===== src/rtl/core/vgbs_pkg.sv =====
package vgbs_pkg;

    localparam int MAX_NODES_PER_SIDE = 64;
    localparam int FRAC_BITS          = 16;

    localparam int DATA_W     = 32;
    localparam int IDX_W      = 6;
    localparam int MEM_W      = 2 * DATA_W;
    localparam int PROD_W     = 2 * DATA_W;
    localparam int CELL_W     = PROD_W - 2 * FRAC_BITS;
    localparam int SUM_W      = DATA_W + FRAC_BITS + 2;
    localparam int NODE_BITS  = $clog2(MAX_NODES_PER_SIDE);
    localparam int ADDR_BITS  = 2 * NODE_BITS;
    localparam int NODE_COUNT = MAX_NODES_PER_SIDE * MAX_NODES_PER_SIDE;

    localparam logic [SUM_W-1:0] ROUND_HALF = SUM_W'(1) << (FRAC_BITS - 1);

    localparam logic [2:0] REQ_SET     = 3'd0;
    localparam logic [2:0] REQ_ADD     = 3'd1;
    localparam logic [2:0] REQ_READ    = 3'd2;
    localparam logic [2:0] REQ_SAMPLE  = 3'd3;
    localparam logic [2:0] REQ_NEAREST = 3'd4;

    localparam logic [2:0] CFG_ORIGIN_X     = 3'd0;
    localparam logic [2:0] CFG_ORIGIN_Y     = 3'd1;
    localparam logic [2:0] CFG_CELLS_UNIT_X = 3'd2;
    localparam logic [2:0] CFG_CELLS_UNIT_Y = 3'd3;
    localparam logic [2:0] CFG_CELLS_ACROSS = 3'd4;
    localparam logic [2:0] CFG_CELLS_DOWN   = 3'd5;

    typedef logic [ADDR_BITS-1:0] node_addr_t;

    typedef enum logic [3:0] {
        ST_IDLE,
        ST_WRITE,
        ST_ADD_RD,
        ST_ADD_WR,
        ST_READ,
        ST_READ_OUT,
        ST_NORM,
        ST_EVAL,
        ST_CORNER,
        ST_LERP
    } state_t;

    typedef struct packed {
        logic              we;
        node_addr_t        addr;
        logic [MEM_W-1:0]  wdata;
    } mem_req_t;

    typedef struct packed {
        logic                     en;
        logic signed [DATA_W:0]   op_a;
        logic signed [DATA_W:0]   op_b;
        logic signed [DATA_W-1:0] base;
    } mac_req_t;

    function automatic node_addr_t node_addr(input logic [IDX_W:0] col,
                                             input logic [IDX_W:0] row);
        int unsigned lin;
        lin = int'(row) * MAX_NODES_PER_SIDE + int'(col);
        return node_addr_t'(lin);
    endfunction

    function automatic logic in_memory(input logic [IDX_W:0] col,
                                       input logic [IDX_W:0] row);
        return (int'(col) < MAX_NODES_PER_SIDE) && (int'(row) < MAX_NODES_PER_SIDE);
    endfunction

endpackage


===== src/rtl/core/vgbs_mac.sv =====
module vgbs_mac
    import vgbs_pkg::*;
(
    input  logic                     clk,
    input  mac_req_t                 req,
    output logic [PROD_W-1:0]        prod,
    output logic signed [DATA_W-1:0] lerp
);

    logic signed [2*DATA_W+1:0] prod_reg;
    logic signed [DATA_W-1:0]   base_reg;
    logic [SUM_W-1:0]           sum;

    always_ff @(posedge clk)
    begin
        if (req.en)
        begin
            prod_reg <= $signed(req.op_a) * $signed(req.op_b);
            base_reg <= req.base;
        end
    end

    // base * one + (b - a) * w, rounded half up, floored shift
    assign sum  = (SUM_W'(base_reg) << FRAC_BITS) + prod_reg[SUM_W-1:0] + ROUND_HALF;
    assign prod = prod_reg[PROD_W-1:0];
    assign lerp = sum[FRAC_BITS+DATA_W-1:FRAC_BITS];

endmodule


===== config.mk =====
export PLATFORM = sky130hd
export DESIGN_NAME = vgbs_mac
export DESIGN_NICKNAME = d
export VERILOG_FILES = /design/src/rtl/core/vgbs_pkg.sv /design/src/rtl/core/vgbs_mac.sv
export SDC_FILE = /design/constraint.sdc
export NUM_CORES = 2
export LEC_CHECK = 0
export BUFFER_PORTS_ARGS = -buffer_cell sky130_fd_sc_hd__buf_2
export CAP_MARGIN = 30
export CORE_ASPECT_RATIO = 1.2
export CORE_MARGIN = 4
export CORE_UTILIZATION = 65
export CTS_CLUSTER_SIZE = 24
export DETAILED_ROUTE_END_ITERATION = 6
export GPL_TIMING_DRIVEN = 0
export HOLD_SLACK_MARGIN = 0.15
export PLACE_DENSITY = 0.91
export SYNTH_ARGS = -nofsm -noshare
export SYNTH_HDL_FRONTEND = slang
export SYNTH_SLANG_ARGS = --single-unit

===== constraint.sdc =====
create_clock -name clk -period 14.95 [get_ports clk]
set_clock_uncertainty 0.15 [all_clocks]
set_input_delay 4.485 -clock clk [delete_from_list [all_inputs] [get_ports clk]]
set_output_delay 4.485 -clock clk [all_outputs]
set_load 0.01 [all_outputs]

**Word-level counts from Yosys, hierarchy flattened**

Cells that the tools add are included.

- Add/sub/neg operators: 2
- Multiply operators: 1

Operators with widths:

| cell | number |
|---|---|
| $mul A33 B33 Y64 | 1 |
| $add A48 B16 Y48 const B | 1 |
| $add A48 B48 Y48 | 1 |

- Flip-flop bits (word level): 96
- Bits of input ports: 100
- Output and inout port bits: 96

**Depth between registers and ports, before layout**

- Depth in word-level cells: 2
- Depth in mapped cells: 29
- Depth with buffers taken out: 27

**Worst setup path after synthesis**

OpenSTA, ideal clock, no wires.

- Kind: input to register
- From: input port req[97] in the netlist's numbering
- To: register prod_reg[63] (data pin)
- Arrival time: 11,695 ps
- Required time: 14,540 ps
- Cell stages on the path: 25
- Setup slack: 2,846 ps
- Cells stage by stage: clkbuf_1 nand2_1 inv_1 fa_1 fa_1 fa_1 inv_1 fa_1 inv_1 fa_1 fa_1 fa_1 inv_1 fa_1 inv_1 ha_1 and3_1 o22ai_1 a21oi_1 a221oi_1 o21ai_0 a31oi_1 o2111ai_1 a21oi_1 xnor2_1

- Cells in the longest elaborated chain, start to end: 1

RTL lines:

| element | RTL line | source |
|---|---|---|
| start: declaration | vgbs_mac.sv:5 | `input mac_req_t req,` |
| $mul A33 B33 Y64 | vgbs_mac.sv:18 | `prod_reg <= $signed(req.op_a) * $signed(req.op_b);` |
| end signal: assignment | vgbs_mac.sv:18 |  |
| end: declaration | vgbs_mac.sv:10 | `logic signed [2*DATA_W+1:0] prod_reg;` |

Every way passes these cells.
A chain may end at the register's enable or synchronous reset.

**Worst setup path in the final report**

- From: input port req[74] in the netlist's numbering
- To: register prod_reg[63] (data pin)

The elaborated chain is that of the path after synthesis.

==> summary.md <==
| Metric | Value |
|---|---|
| Mux cell area share after synthesis | 0 |
| Number of max-cap violations | 0 |
| Final WL | 167000 um |
| Share of the synthesized area in compound gates (AO/OA/AOI/OAI) | 0.0401 |
| Number of global-route vias before repair | around 37000 |
| Die height | ~290 um |
| Cell type with the highest aggregate area in the netlist | sky130_fd_sc_hd__fa_1 |
| Finished layout cell area | about 45000 sq um |
| Share of synthesized area occupied by flip-flops and latches | 0.0679 |
| Result of the run | finished clean |
| Cts-stage hold buffer count | 0 |
| Final clock period utilization by the worst path | 0.926 |
| Yosys top cell area share | 0.531 |
| Number of gates resized after cts | 0 |
| Mapped Nets | between 5000 and 6000 |
| Drt wl/cell | a little over 30 um |
| Number of fillers in the final layout | approximately 4900 |
| Max Transition Viols Final | 0 |
| Total clock sinks | 96 |
| Cell types occupying the most area after synthesis | sky130_fd_sc_hd__fa_1 (53%), sky130_fd_sc_hd__inv_1 (9.8%), sky130_fd_sc_hd__and2_1 (8.1%), sky130_fd_sc_hd__ha_1 (7.2%), sky130_fd_sc_hd__edfxtp_1 (6.8%) |
| H-tree depth reported by CTS | 3 |
| Antenna violations before repair | 17 |
| Type of origin of the critical path | input port |
| Initial detailed-routing violation count | around 3100 |
| CTS tree | yes |
| Yosys Warn Count | 0 |
| Final nets | 6118 |
| Crit path time final | about 14 ns |
| Wire length of the first global-routing pass | 242000 um |
| Share of synthesized cell area in full adder, half adder and majority cells | 0.602 |
| Relative slew slack | 0.236 |
| Total Neg Setup Slack | 0 ns |
| Die Width | about 240 um |
| Largest driver fanout on the critical path | 10 |
| DR vias | around 34000 |
| Number of cell rows | just over 100 |
| Share of cells above drive strength 1 | 0.0531 |
| F_max | roughly 72 MHz |
| Post-DRT Antenna Nets | 0 |
| Hold violation count in the final report | 0 |
| Cell count after synthesis | around 4400 |
| Drt via density | about 6.1 |
| Post-synthesis average cell area | 9.61 sq um |
| Final setup fails | 0 |
| Full die area | around 70000 sq um |
| Data arrival time of the critical path | 13.84 ns |
| Number of top-level design ports | 196 |
| WS Path Type | in2reg |
| CTS Buf Count | 9 |
| Largest net degree at the start of global routing | 55 |
| Starting utilization of the core area | 0.658 |
| Final worst-path setup slack | 1.10 ns |
| Required time of the critical path | 14.94 ns |
| RSZ-0062 raised after global routing | no |
| Flip-flop count of the largest register after layout | 64 |
| Transition time at the pin with the least slew margin | about 1.1 ns |
| Leading register cell type out of synthesis | sky130_fd_sc_hd__edfxtp_1 |
| Number of enable flip-flop cells after synthesis | 96 |
| Overflow left after global routing | 0 |
| Async set or reset register ratio after synthesis | 0 |
| Flip-flop and latch count after synthesis | between 90 and 100 |
| Cell area after technology mapping | 42500 sq um |
| Buffers from clock root to sink, at most | 2 |
| Element type at the critical path end | flip-flop |
| Buffers added on ports | roughly 200 |
| Post-detailed-placement cell area | approximately 45000 sq um |
| Worst setup slack after placement | 1.02 ns |
| Reg clk slew, reported paths | about 0.090 ns |
| Area growth syn-to-layout | 6.44% |
| Post-CTS setup buffers | 0 |
| Final routed DRC violation total | 0 |
| Combinational family with the most area after synthesis | adder cells |
| Number of distinct standard cells referenced by the synthesized netlist | 56 |
| Final HPWL from detailed placement | 138000 um |
| Overall fraction of global-route tracks in use | 0.502 |
| Simple-gate portion of the synthesized area | 0.151 |
| Area of the placeable core | approximately 65000 sq um |
| Number of search-and-repair iterations in the first detailed-routing pass | 6 |
| Final weighted congestion of routability-driven global placement | between 1 and 1.5 |
| Xor and xnor fraction of the mapped netlist area | 0.0217 |
| Min-Delay Path Class | in2reg |
| Clk root buf | sky130_fd_sc_hd__clkbuf_16 |
## routing by layer
layer	vias up	wire length [um]	track usage
met1	17100	49500	0.540
met5	-	59	0
met4	2	23900	0.505
met3	944	20300	0.166
met2	2450	73800	0.756
li1	13300	-	-
## logic make-up (layout without fill, tap and decap cells)
logic type | count (synthesis) | count (layout)
other | 0 | 19
adder cells (fa/ha/maj) | 1369 | 1369
flip-flops | 96 | 96
XOR/XNOR | 105 | 105
buffers and inverters | 1323 | 1556
AND/OR/NAND/NOR | 1268 | 1268
AO/OA/AOI/OAI | 260 | 260
## Yosys cell counts (all sizes together), types with 3 or more instances
cell,instances
nand3b,3
nor3,10
a21boi,3
nand2,551
a21oi,80
a211o,4
nand4,12
a41oi,3
nand3,22
nor2b,33
fa,1126
xor2,30
a21o,36
a41o,4
a31oi,6
o21bai,13
clkbuf,209
and2,550
o211ai,7
a211oi,11
nand2b,22
o21ai,56
edfxtp,96
o21a,6
xnor2,75
ha,243
inv,1113
o31ai,4
a311oi,4
nor2,44
and3,14
or2,4
## stage by stage
step / util / hold WS [ns] / std cells
6_report: 0.700 / 4.13 / 5505
5_1_grt: 0.699 / 4.11 / 5488
4_1_cts: 0.696 / 4.12 / 5474
3_5_place_dp: 0.692 / 4.51 / 5458
3_3_place_gp: 0.689 / 4.51 / 5448
2_1_floorplan: - / 4.43 / 4421
## layout by cell type, fill, tap and decap left out, types with 10 or more instances in the layout
master	instances
sky130_fd_sc_hd__o21bai_1	13
sky130_fd_sc_hd__buf_2	195
sky130_fd_sc_hd__nor2_1	44
sky130_fd_sc_hd__edfxtp_1	96
sky130_fd_sc_hd__inv_1	1113
sky130_fd_sc_hd__o21ai_0	52
sky130_fd_sc_hd__nand2b_1	22
sky130_fd_sc_hd__a21oi_1	80
sky130_fd_sc_hd__nor2b_1	33
sky130_fd_sc_hd__nand4_1	12
sky130_fd_sc_hd__nand2_1	551
sky130_fd_sc_hd__xor2_1	30
sky130_fd_sc_hd__diode_2	19
sky130_fd_sc_hd__and3_1	14
sky130_fd_sc_hd__ha_1	243
sky130_fd_sc_hd__clkbuf_1	209
sky130_fd_sc_hd__a211oi_1	10
sky130_fd_sc_hd__buf_8	16
sky130_fd_sc_hd__xnor2_1	75
sky130_fd_sc_hd__a21o_1	36
sky130_fd_sc_hd__and2_1	550
sky130_fd_sc_hd__fa_1	1126
sky130_fd_sc_hd__nand3_1	22
## critical path, cell delays in order
cell and delay, ns:
sky130_fd_sc_hd__buf_2 0.37, sky130_fd_sc_hd__clkbuf_1 0.74, sky130_fd_sc_hd__nand2_1 0.23, sky130_fd_sc_hd__fa_1 0.58, sky130_fd_sc_hd__inv_1 0.05, sky130_fd_sc_hd__fa_1 0.43, sky130_fd_sc_hd__fa_1 0.50, sky130_fd_sc_hd__inv_1 0.06
sky130_fd_sc_hd__fa_1 0.40, sky130_fd_sc_hd__fa_1 0.55, sky130_fd_sc_hd__inv_1 0.05, sky130_fd_sc_hd__fa_1 0.50, sky130_fd_sc_hd__fa_1 0.50, sky130_fd_sc_hd__inv_1 0.05, sky130_fd_sc_hd__fa_1 0.91, sky130_fd_sc_hd__inv_1 0.11
sky130_fd_sc_hd__ha_1 0.41, sky130_fd_sc_hd__nand3_1 0.12, sky130_fd_sc_hd__nor2_1 0.19, sky130_fd_sc_hd__nor2_1 0.06, sky130_fd_sc_hd__o31ai_1 0.66, sky130_fd_sc_hd__a31oi_1 0.40, sky130_fd_sc_hd__o21ai_0 0.53, sky130_fd_sc_hd__a31oi_1 0.27
sky130_fd_sc_hd__o2111ai_1 0.33, sky130_fd_sc_hd__a21oi_1 0.16, sky130_fd_sc_hd__xnor2_1 0.14
## final timing paths
| kind | start | to | slack, ns | depth (start not counted) |
|---|---|---|---|---|
| max | req[74] | prod_reg[63]$_DFFE_PP_ | 1.10 | 27 |
| min | req[9] | base_reg[9]$_DFFE_PP_ | 4.13 | 1 |
## layout make-up
cell class	instances	area, sq um	area share
multi-input cells	3002	34600	0.766
inverters	1113	4180	0.0924
flip-flops and latches	96	2880	0.0638
repair buffers	217	1340	0.0295
well taps	832	1040	0.0230
plain buffers	210	790	0.0175
clock buffers	9	225	0.00498
clock inverters	7	86.3	0.00191
diodes	19	47.5	0.00105
Power is left out: the tool's default activity adds up to more than one toggle a clock period on the data nets, which glitch-free logic cannot reach.
